`src/rtl/core/lfuacl_pkg.sv`:
```
`timescale 1ns / 1ps
`default_nettype none
package lfuacl_pkg;

	localparam int ADDR_W    = 32;
	localparam int TIME_W    = 32;
	localparam int SLOT_W    = 4;
	localparam int BSL_W     = 5;
	localparam logic [BSL_W-1:0] BSL_RESET = 5'd6;

	typedef struct packed {
		logic capture;
		logic lookup;
		logic scan;
		logic commit;
	} lfuacl_cmd_t;

	typedef struct packed {
		logic found;
		logic scan_last;
	} lfuacl_sts_t;

endpackage
`default_nettype wire

```
`src/rtl/core/lfuacl_ctrl.sv`:
```
`timescale 1ns / 1ps
`default_nettype none
module lfuacl_ctrl (
	input  wire                     clk,
	input  wire                     arst_n,
	input  wire                     in_valid,
	output logic                    in_stall,
	output logic                    out_valid,
	input  wire                     out_stall,
	input  lfuacl_pkg::lfuacl_sts_t sts,
	output lfuacl_pkg::lfuacl_cmd_t cmd
);
	import lfuacl_pkg::*;

	typedef enum logic [1:0] {
		ST_IDLE,
		ST_LOOK,
		ST_SCAN,
		ST_COMMIT
	} state_t;

	state_t state_q;
	logic   out_valid_q;
	logic   commit_ok;

	always_comb begin
		commit_ok   = !(out_valid_q && out_stall);
		cmd.capture = (state_q == ST_IDLE) && in_valid;
		cmd.lookup  = (state_q == ST_LOOK);
		cmd.scan    = (state_q == ST_SCAN);
		cmd.commit  = (state_q == ST_COMMIT) && commit_ok;
		in_stall    = (state_q != ST_IDLE);
		out_valid   = out_valid_q;
	end

	always_ff @(posedge clk or negedge arst_n) begin
		if (!arst_n) begin
			state_q     <= ST_IDLE;
			out_valid_q <= 1'b0;
		end else begin
			if (cmd.commit) begin
				out_valid_q <= 1'b1;
			end else if (!out_stall) begin
				out_valid_q <= 1'b0;
			end
			case (state_q)
				ST_IDLE: begin
					if (in_valid) begin
						state_q <= ST_LOOK;
					end
				end
				ST_LOOK: begin
					state_q <= sts.found ? ST_COMMIT : ST_SCAN;
				end
				ST_SCAN: begin
					if (sts.scan_last) begin
						state_q <= ST_COMMIT;
					end
				end
				ST_COMMIT: begin
					if (commit_ok) begin
						state_q <= ST_IDLE;
					end
				end
				default: begin
					state_q <= ST_IDLE;
				end
			endcase
		end
	end

endmodule
`default_nettype wire

```
`src/rtl/core/lfuacl_dp.sv`:
```
`timescale 1ns / 1ps
`default_nettype none
module lfuacl_dp #(
	parameter int ENTRIES      = 16,
	parameter int HISTORY_BITS = 9
) (
	input  wire                              clk,
	input  wire                              arst_n,
	input  wire                              cfg_we,
	input  wire  [lfuacl_pkg::BSL_W-1:0]     block_size_log2,
	input  wire  [lfuacl_pkg::ADDR_W-1:0]    address,
	input  wire  [lfuacl_pkg::TIME_W-1:0]    access_time,
	input  lfuacl_pkg::lfuacl_cmd_t          cmd,
	output lfuacl_pkg::lfuacl_sts_t          sts,
	output logic                             hit,
	output logic [lfuacl_pkg::SLOT_W-1:0]    slot,
	output logic                             evicted
);
	import lfuacl_pkg::*;

	localparam int IW = $clog2(ENTRIES);
	localparam int CW = $clog2(HISTORY_BITS + 1);

	function automatic logic [CW-1:0] count_ones(input logic [HISTORY_BITS-1:0] v);
		logic [CW-1:0] n;
		n = '0;
		for (int b = 0; b < HISTORY_BITS; b++) begin
			n = n + CW'(v[b]);
		end
		return n;
	endfunction

	logic [BSL_W-1:0]        bsl_q;
	logic [ENTRIES-1:0]      entry_valid_q;
	logic [HISTORY_BITS-1:0] use_hist_q [ENTRIES];
	logic [ADDR_W-1:0]       entry_tag_q [ENTRIES];
	logic [TIME_W-1:0]       entry_time_q [ENTRIES];

	logic [ADDR_W-1:0]       tag_q;
	logic [TIME_W-1:0]       now_q;
	logic [IW-1:0]           res_idx_q;
	logic                    res_hit_q;
	logic                    res_evict_q;
	logic [IW-1:0]           scan_idx_q;
	logic [CW-1:0]           best_q;
	logic [TIME_W-1:0]       best_time_q;
	logic                    hit_q;
	logic [SLOT_W-1:0]       slot_q;
	logic                    evicted_q;

	logic [ENTRIES-1:0]      cand;
	logic                    found_c;
	logic [IW-1:0]           sel_c;
	logic [CW-1:0]           ones_c;
	logic [TIME_W-1:0]       scan_time_c;
	logic [SLOT_W+IW-1:0]    slot_ext;

	always_comb begin
		found_c = 1'b0;
		sel_c   = '0;
		for (int i = 0; i < ENTRIES; i++) begin
			cand[i] = !entry_valid_q[i] || (entry_tag_q[i] == tag_q);
		end
		for (int i = ENTRIES - 1; i >= 0; i--) begin
			if (cand[i]) begin
				found_c = 1'b1;
				sel_c   = IW'(i);
			end
		end
		ones_c      = count_ones(use_hist_q[scan_idx_q]);
		scan_time_c = entry_time_q[scan_idx_q];
		slot_ext    = {{SLOT_W{1'b0}}, res_idx_q};
	end

	assign sts.found     = found_c;
	assign sts.scan_last = (scan_idx_q == IW'(ENTRIES - 1));
	assign hit           = hit_q;
	assign slot          = slot_q;
	assign evicted       = evicted_q;

	always_ff @(posedge clk or negedge arst_n) begin
		if (!arst_n) begin
			bsl_q         <= BSL_RESET;
			entry_valid_q <= '0;
			for (int i = 0; i < ENTRIES; i++) begin
				use_hist_q[i] <= '0;
			end
		end else begin
			if (cfg_we) begin
				bsl_q <= block_size_log2;
			end
			// age every history on each access
			if (cmd.lookup) begin
				for (int i = 0; i < ENTRIES; i++) begin
					use_hist_q[i] <= {use_hist_q[i][HISTORY_BITS-2:0], 1'b0};
				end
			end
			if (cmd.commit) begin
				entry_valid_q[res_idx_q] <= 1'b1;
				if (res_hit_q) begin
					use_hist_q[res_idx_q][0] <= 1'b1;
				end else begin
					use_hist_q[res_idx_q] <= HISTORY_BITS'(1);
				end
			end
		end
	end

	always_ff @(posedge clk) begin
		if (cmd.capture) begin
			tag_q <= address >> bsl_q;
			now_q <= access_time;
		end
		if (cmd.lookup) begin
			res_idx_q   <= sel_c;
			res_hit_q   <= found_c && entry_valid_q[sel_c];
			res_evict_q <= !found_c;
			scan_idx_q  <= '0;
			best_q      <= CW'(HISTORY_BITS);
			best_time_q <= entry_time_q[0];
		end
		// pick the fewest ones, then the strictly older time, then the lower index
		if (cmd.scan) begin
			scan_idx_q <= scan_idx_q + IW'(1);
			if (ones_c == best_q) begin
				if (scan_time_c < best_time_q) begin
					res_idx_q   <= scan_idx_q;
					best_time_q <= scan_time_c;
				end
			end else if (ones_c < best_q) begin
				res_idx_q   <= scan_idx_q;
				best_q      <= ones_c;
				best_time_q <= scan_time_c;
			end
		end
		if (cmd.commit) begin
			entry_time_q[res_idx_q] <= now_q;
			if (!res_hit_q) begin
				entry_tag_q[res_idx_q] <= tag_q;
			end
			hit_q     <= res_hit_q;
			slot_q    <= slot_ext[SLOT_W-1:0];
			evicted_q <= res_evict_q;
		end
	end

endmodule
`default_nettype wire

```
`src/rtl/core/lfu_aging_cache_lookup.sv`:
```
`timescale 1ns / 1ps
`default_nettype none
// Fully associative tag store of ENTRIES entries with aging least-frequently-used
// replacement. Each item gives a byte address and a timestamp and yields one result:
// hit, the slot hit, filled or replaced, and whether a valid entry was evicted.
// A hit or a fill of a free entry runs capture, parallel tag compare with history
// aging and commit, the last of which loads the result register. A miss on a full
// store then adds a victim scan over all ENTRIES entries, which checks one history
// popcount and one time compare per cycle. One item is in flight at a time; the
// result register lets the next item be accepted while the previous result is
// still stalled. block_size_log2 may be written at any time the block is idle.
module lfu_aging_cache_lookup #(
	parameter int ENTRIES      = 16,
	parameter int HISTORY_BITS = 9
) (
	input  wire                           clk,
	input  wire                           arst_n,
	input  wire                           cfg_valid,
	output logic                          cfg_ready,
	input  wire  [lfuacl_pkg::BSL_W-1:0]  block_size_log2,
	input  wire                           in_valid,
	output logic                          in_stall,
	input  wire  [lfuacl_pkg::ADDR_W-1:0] address,
	input  wire  [lfuacl_pkg::TIME_W-1:0] access_time,
	output logic                          out_valid,
	input  wire                           out_stall,
	output logic                          hit,
	output logic [lfuacl_pkg::SLOT_W-1:0] slot,
	output logic                          evicted
);
	import lfuacl_pkg::*;

	lfuacl_cmd_t cmd;
	lfuacl_sts_t sts;

	assign cfg_ready = 1'b1;

	lfuacl_ctrl u_ctrl (
		.clk       (clk),
		.arst_n    (arst_n),
		.in_valid  (in_valid),
		.in_stall  (in_stall),
		.out_valid (out_valid),
		.out_stall (out_stall),
		.sts       (sts),
		.cmd       (cmd)
	);

	lfuacl_dp #(
		.ENTRIES      (ENTRIES),
		.HISTORY_BITS (HISTORY_BITS)
	) u_dp (
		.clk             (clk),
		.arst_n          (arst_n),
		.cfg_we          (cfg_valid && cfg_ready),
		.block_size_log2 (block_size_log2),
		.address         (address),
		.access_time     (access_time),
		.cmd             (cmd),
		.sts             (sts),
		.hit             (hit),
		.slot            (slot),
		.evicted         (evicted)
	);

endmodule
`default_nettype wire
```
`config.mk`:
```
export PLATFORM = sky130hd
export DESIGN_NAME = lfu_aging_cache_lookup
export DESIGN_NICKNAME = d
export VERILOG_FILES = /design/src/rtl/core/lfuacl_pkg.sv /design/src/rtl/core/lfuacl_ctrl.sv /design/src/rtl/core/lfuacl_dp.sv /design/src/rtl/core/lfu_aging_cache_lookup.sv
export SDC_FILE = /design/constraint.sdc
export NUM_CORES = 2
export LEC_CHECK = 0
export ABC_AREA = 1
export BUFFER_PORTS_ARGS = -buffer_cell sky130_fd_sc_hd__buf_2
export CORE_ASPECT_RATIO = 1.75
export CORE_MARGIN = 5
export CORE_UTILIZATION = 30
export DETAILED_ROUTE_END_ITERATION = 8
export GPL_TIMING_DRIVEN = 0
export PLACE_DENSITY = 0.49
export SETUP_SLACK_MARGIN = 0.1
export SLEW_MARGIN = 20
export SYNTH_ARGS = -nofsm -noshare
export SYNTH_HDL_FRONTEND = slang
export SYNTH_SLANG_ARGS = --single-unit
```
`constraint.sdc`:
```
create_clock -name clk -period 8.44 [get_ports clk]
set_input_delay 0 -clock clk [delete_from_list [all_inputs] [get_ports clk]]
set_output_delay 0 -clock clk [all_outputs]
set_load 0.03 [all_outputs]
```
======== Yosys cells after proc, flatten, opt, wreduce, memory -nomap -nowiden ========
Memory sizes are Yosys's and may differ from the RTL's. A register that Yosys moved wholly into a read port is not among the register bits.
Index checks and enable logic that the tools add are counted.
word-level totals
  flip-flop bits (word level) ............. 284
  RAM bits ................................ 1,024
  bits of input ports ..................... 74
  logic and storage cells ................. 202
  memories ................................ 2
memories
  memory             depth  bits a word  rd ports  clocked after memory_dff  write ports  RTL line         text
  u_dp.entry_tag_q   16     32           16        0                         1            lfuacl_dp.sv:36  logic [ADDR_W-1:0] entry_tag_q [ENTRIES];
  u_dp.entry_time_q  16     32           2         1                         1            lfuacl_dp.sv:37  logic [TIME_W-1:0] entry_time_q [ENTRIES];
cells by class
  add/sub/neg operators ................... 9
  order comparisons ....................... 8
  equality and inequality tests ........... 25
  shifts and indexed selects .............. 1
  multiplexer cells ....................... 75
  bitwise operators ....................... 7
  reductions and logical operators ........ 44
operators with widths
  cell                                                                   number
  32-bit == test                                                         16
  144-bit two-way mux                                                    3
  32-bit two-way mux                                                     5
  144-bit OR                                                             1
  128-bit AND                                                            1
  128-bit inverter                                                       1
  4-bit two-way mux                                                      28
  9-bit demux with 4-bit select                                          2
  9-bit binary-select mux with 4-bit select                              1
  32-bit < comparator                                                    1
  16-bit OR                                                              2
  32-bit by 5-bit right shift with 32-bit output                         1
  4-bit by 1-bit adder with 4-bit output                                 7
  1-bit two-way mux                                                      27
  9-bit two-way mux                                                      3
  1-bit zero test                                                        18
  1-bit logical OR                                                       16
  5-bit >= comparator (second input constant)                            2
  4-bit by 5-bit < comparator with 1-bit output (second input constant)  2
  4-bit inverter with 5-bit output                                       2
  2-bit one-hot mux with 4 select lines                                  1
  1-bit logical AND                                                      6
  2-bit two-way mux                                                      3
  5-bit by 1-bit < comparator with 1-bit output (second input constant)  1
  other kinds (15)                                                       19

======== Depth between registers and ports, before layout ========
An unclocked memory read counts as a cell.
  word-level depth ........................ 23
  mapped depth ............................ 31

======== Hierarchy ========
From an unflattened synthesis, not the netlist that was laid out.
second synthesis, totals
  cell total of the unflattened synthesis .. 5,079
  area total of the unflattened synthesis .. 58,305.9 sq um
modules (own cells, without submodules)
  module                  times used  cells each  area an instance (sq um)  seq. area each (sq um)
  lfuacl_dp               1           5,041       58,033.2                  38,044.0
  lfuacl_ctrl             1           36          261.5                     75.1
  lfu_aging_cache_lookup  1           2           11.3                      0.0

======== Worst setup path after synthesis ========
Ideal clock, no wire load.
  path kind ............................... register to register
  start point ............................. register u_dp.scan_idx_q[0]
  end point ............................... register u_dp.best_q[3]
  arrival ................................. 5.357 ns
  path slack .............................. 2.947 ns
  stages on the path, launching flop included .. 29
  buffers on the path ..................... 3
  cells stage by stage .................... edfxtp_1 clkbuf_1 clkinv_1 clkbuf_1 clkbuf_1 nand2_1 nand3_1 nand4_1 o21ai_0 ha_1 inv_1 fa_1 fa_1 inv_1 fa_1 ha_1 fa_1 xor2_1 ha_1 nand2_1 inv_1 nand3_1 inv_2 nor2_1 inv_1 nor2_1 inv_1 nor2_1 a31oi_1
between the ends
  longest elaborated chain between the ends .. 16
  elaborated cells on any way between the ends .. 17
  those cells by class .................... 8 x add/sub; 1 x order compare; 1 x eq/ne; 6 x mux; 1 x bitwise
RTL lines
  item                                                      RTL line          text
  start: declaration                                        lfuacl_dp.sv:44   logic [IW-1:0] scan_idx_q;
  start signal: assignment                                  lfuacl_dp.sv:124  scan_idx_q <= scan_idx_q + IW'(1);
  4-bit inverter with 5-bit output (implied by the code) *  lfuacl_dp.sv:70   ones_c = count_ones(use_hist_q[scan_idx_q]);
  9-bit binary-select mux with 4-bit select *               lfuacl_dp.sv:70
  9-bit two-way mux (implied by the code) * (2 in a row)    lfuacl_dp.sv:70
  1-bit by 1-bit adder with 2-bit output                    lfuacl_dp.sv:28   n = n + CW'(v[b]);
  4-bit by 1-bit adder with 4-bit output (6 in a row)       lfuacl_dp.sv:28
  4-bit by 1-bit adder with 4-bit output *                  lfuacl_dp.sv:28
  4-bit < comparator                                        lfuacl_dp.sv:130  end else if (ones_c < best_q) begin
  4-bit two-way mux                                         lfuacl_dp.sv:130
  4-bit two-way mux *                                       lfuacl_dp.sv:125  if (ones_c == best_q) begin
  4-bit two-way mux *                                       lfuacl_dp.sv:123  if (cmd.scan) begin
  end signal: assignment                                    lfuacl_dp.sv:119  best_q <= CW'(HISTORY_BITS);
  end signal: assignment                                    lfuacl_dp.sv:132  best_q <= ones_c;
  end: declaration                                          lfuacl_dp.sv:45   logic [CW-1:0] best_q;
Mark *: on every way between the ends. The rest lies on a longest branch, timed or not. The select of a mux whose other input is x is not followed.
A chain may end at the register's enable or synchronous reset.

======== Worst setup path after layout ========
  start point ............................. register u_dp.scan_idx_q[2]
  end point ............................... register u_dp.best_time_q[12]
between the ends
  longest elaborated chain between the ends .. 16
  elaborated cells on any way between the ends .. 17
  those cells by class .................... 8 x add/sub; 1 x order compare; 1 x eq/ne; 6 x mux; 1 x bitwise
RTL lines
  item                                                      RTL line          text
  4-bit inverter with 5-bit output (implied by the code) *  lfuacl_dp.sv:70
  9-bit binary-select mux with 4-bit select *               lfuacl_dp.sv:70
  9-bit two-way mux (implied by the code) * (2 in a row)    lfuacl_dp.sv:70
  1-bit by 1-bit adder with 2-bit output                    lfuacl_dp.sv:28
  4-bit by 1-bit adder with 4-bit output (6 in a row)       lfuacl_dp.sv:28
  4-bit by 1-bit adder with 4-bit output *                  lfuacl_dp.sv:28
  4-bit < comparator                                        lfuacl_dp.sv:130
  32-bit two-way mux                                        lfuacl_dp.sv:130
  32-bit two-way mux *                                      lfuacl_dp.sv:125
  32-bit two-way mux *                                      lfuacl_dp.sv:123
  end signal: assignment                                    lfuacl_dp.sv:120  best_time_q <= entry_time_q[0];
  end signal: assignment                                    lfuacl_dp.sv:128  best_time_q <= scan_time_c;
  end signal: assignment                                    lfuacl_dp.sv:133  best_time_q <= scan_time_c;
  end: declaration                                          lfuacl_dp.sv:46   logic [TIME_W-1:0] best_time_q;
Marks and branches as above.

==> reports/qor.yml <==
fin_nets: 5515
grt_pass1_wl_um: 306000
worst_slack_ns: 0.562
via_per_inst: 5.10
synth_seq_cells: 1312
placed_cell_area_um2: 63500
max_stage_delay_ns: 0.70
ys_types: 65
period_share_pct: 93.3
pin_count: 83
overflow: 0
synth.cells.most_frequent: "edfxtp_1 (1,100), nand2_1 (647), nor2_1 (626)"
clkTransAtPathRegs_ns: 0.07
port_buffers: 80
place.gp.congestion: 0.905
ys_seq_area_share_pct: 65.7
synth_top_area_share_pct: 56.9
detailed_place_hpwl_um: 163000
syn_to_final_growth_pct: 18.4
fp.dieW_um: 343
crit_top_cell: "inv_1"
avgRoutedWirePerCell_um: 27.0
start_util_pct: 30.2
drv_cap: 0
setup_tns_ns: 0
clkLatencyLatePin_ns: 0.80
rsz0062_at_grt: "no"
yosys.area.top_type: "edfxtp_1"
crit_family: "adder cells"
p_leak_nw: 23.9
pwr-share-seq_pct: 32.3
path_buf_inv: 9
drt_first_pass_iters: 5
intPower_mw: 14.8
combPwrFrac_pct: 45.5
synth_cells: 5011
vias: 41232
cts_setup_buffers: 0
pre_cts_ws_ns: 0.680
status: "finished, final reports clean"
synth_edf_count: 1100
hold_path_class: "input port to flip-flop"
required_ns: 9.15
skew_ns: 0.0348
path_class: "flip-flop to flip-flop"
drv_slew: 0
syn_nets: 5137
die_area_um2: 203000
antenna_found_initial: 17
async_flop_share_pct: 12.8
drc_errors: 0
cp-start-kind: "flip-flop"
cts_buffer_depth: 3
setup_viol: 0
slowest_stage: "nor2_1"
fin_area_um2: 68700
total_switching_power_mw: 12.2
syn_area_um2: 58100
max_slew_margin_pct: 19.1
grt_start_max_net_pins: 87
synth.most_common_cell: "edfxtp_1"
antenna_left: 0
sw_frac_of_total_pct: 45.2
synth_ff_type: "edfxtp_1"
finalCriticalPeriod_ns: 7.88
cp.arrival_ns: 8.58
cts_buffers: 135
hold_viol: 0
dieHeight_um: 592
drive_gt1_share_pct: 11.0
synth_area_leaders: "edfxtp_1 (57%), dfrtp_1 (7.2%), xnor2_1 (4.4%), nand2_1 (4.2%), nor2_1 (4.0%)"
drt-total-wl_um: 219000
ys_warn_count: 0
grt_pass1_vias: 41577
fmax_mhz: 127
cp_max_fo: 10
synth.avg_cell_area_um2: 11.6
root_buffer: "clkbuf_16"
worst_setup_path_end_kind: "flip-flop"
worst_pin_slew_ns: 1.21
htree_levels: 4
num_rows: 213
ir_drop_uv: 943
power_per_cell_area_nw_per_um2: 392
p_clk_share_pct: 22.2
fp.coreArea_um2: 192000
ctsResizeCount: 0
gr-usage-all-layers_pct: 21.2
dr.first_iter.drc_count: 3587
cts.sinks: 1312
cts_tree: "done"
layer usage:
layer  part of all wire [%]  vias up  global-route usage [%]
met5                 0.0050        -                       0
met3                    3.8      552                    2.36
met1                     34    20652                    21.6
met4                    7.5        2                    13.4
met2                     54     1470                    40.6
li1                       -    18556                       -
worst reg2reg max path: cells and delay by family (launching register included):
kind,cells,cell delay (ns)
adder cells (fa/ha/maj),7,2.68
flip-flops,1,0.34
XOR/XNOR,1,0.35
buffers and inverters,9,1.96
AND/OR/NAND/NOR,6,1.80
AO/OA/AOI/OAI,4,0.65
power by group through the flow:
stage	sequential (mW)	combinational, mW	clock, mW
2_1_floorplan	8.50	8.06	0
4_1_cts	8.68	12.2	6.08
6_report	8.69	12.3	5.98
5_1_grt	8.74	13.1	6.34
3_5_place_dp	8.81	12.1	0
3_3_place_gp	8.85	11.8	0
area by class of cell:
| class | instances | area, um^2 |
|---|---|---|
| inverters | 264 | 1010 |
| well taps | 2580 | 3230 |
| clock inverters | 70 | 679 |
| diodes | 3 | 7.51 |
| flip-flops and latches | 1312 | 38100 |
| fillers | 19129 | 124000 |
| plain buffers | 294 | 1540 |
| repair buffers | 241 | 2820 |
| multi-input cells | 3141 | 17700 |
| clock buffers | 178 | 3640 |
path summary, 6_finish.rpt:
check                      depth (start not counted)                from              endpoint  slack [ns]
max                                               27  u_dp.scan_idx_q[2]  u_dp.best_time_q[12]        0.56
max reg2reg                                       27  u_dp.scan_idx_q[2]  u_dp.best_time_q[12]        0.56
min reg2reg                                        0    u_dp.res_evict_q          u_dp.evicted        0.42
min                                                7         address[26]        u_dp.tag_q[25]        0.03
max in group asynchronous                          5              arst_n         u_dp.bsl_q[1]        7.19
min in group asynchronous                          4              arst_n  u_dp.use_hist_q[131]        0.40
kinds of logic (layout without fill, tap and decap cells):
kind of cell,Yosys count,count (layout),share of synthesized area (%)
AOI/OAI and AO/OA,994,994,10.4
xor gates and xnor gates,354,354,5.37
adders and majority gates,52,52,1.19
buffers and inverters,558,1047,4.38
DFF,1312,1312,65.7
muxes,13,13,0.224
other,1,4,0.00646
and+or+nand+nor,1727,1727,12.8
what timing repair did:
action                                  in CTS  in global routing
endpoints found under the hold margin      237                  0
endpoints found under the setup margin       0                  0
hold buffers                                93                  0
registers in the layout, indices dropped and copies added (netlist names), named ones only:
| register | count |
|---|---|
| u_dp.res_evict_q | 1 |
| u_ctrl.out_valid | 1 |
| u_dp.use_hist_q | 144 |
| u_dp.res_idx_q | 4 |
| u_dp.evicted | 1 |
| u_dp.now_q | 32 |
| u_dp.entry_time_q | 512 |
| u_dp.entry_tag_q | 512 |
| u_dp.bsl_q | 5 |
| u_dp.scan_idx_q | 4 |
| u_dp.best_time_q | 32 |
| u_ctrl.state_q | 2 |
| u_dp.tag_q | 32 |
| u_dp.entry_valid_q | 16 |
| u_dp.best_q | 4 |
| u_dp.hit | 1 |
| u_dp.res_hit_q | 1 |
| u_dp.slot | 4 |
placed cells by master (no fill, tap or decap), types with 56 or more instances in the layout:
master,count
edfxtp_1,1100
nand2_1,647
nor2_1,594
o21ai_0,452
xnor2_1,290
inv_1,241
clkbuf_1,236
dfrtp_1,166
a21oi_1,162
clkbuf_16,138
nand3_1,131
or2_2,99
buf_2,97
o221ai_1,96
dlygate4sd3_1,92
nand4_1,91
nor3_1,79
a211oi_1,78
xor2_1,62
o211ai_1,56
stage by stage:
| stage | hold slack (ns) | instances | util (%) | power, mW |
|---|---|---|---|---|
| 6_report | 0.0336 | 8083 | 35.7 | 26.9 |
| 5_1_grt | 0.0811 | 8082 | 35.7 | 28.1 |
| 4_1_cts | 0.0000447 | 8080 | 35.7 | 27.0 |
| 3_5_place_dp | -0.113 | 7739 | 33.0 | 20.9 |
| 3_3_place_gp | 0.177 | 7671 | 32.1 | 20.6 |
| 2_1_floorplan | -0.296 | 5011 | - | 16.6 |
Power figures use the tool's default switching activity.
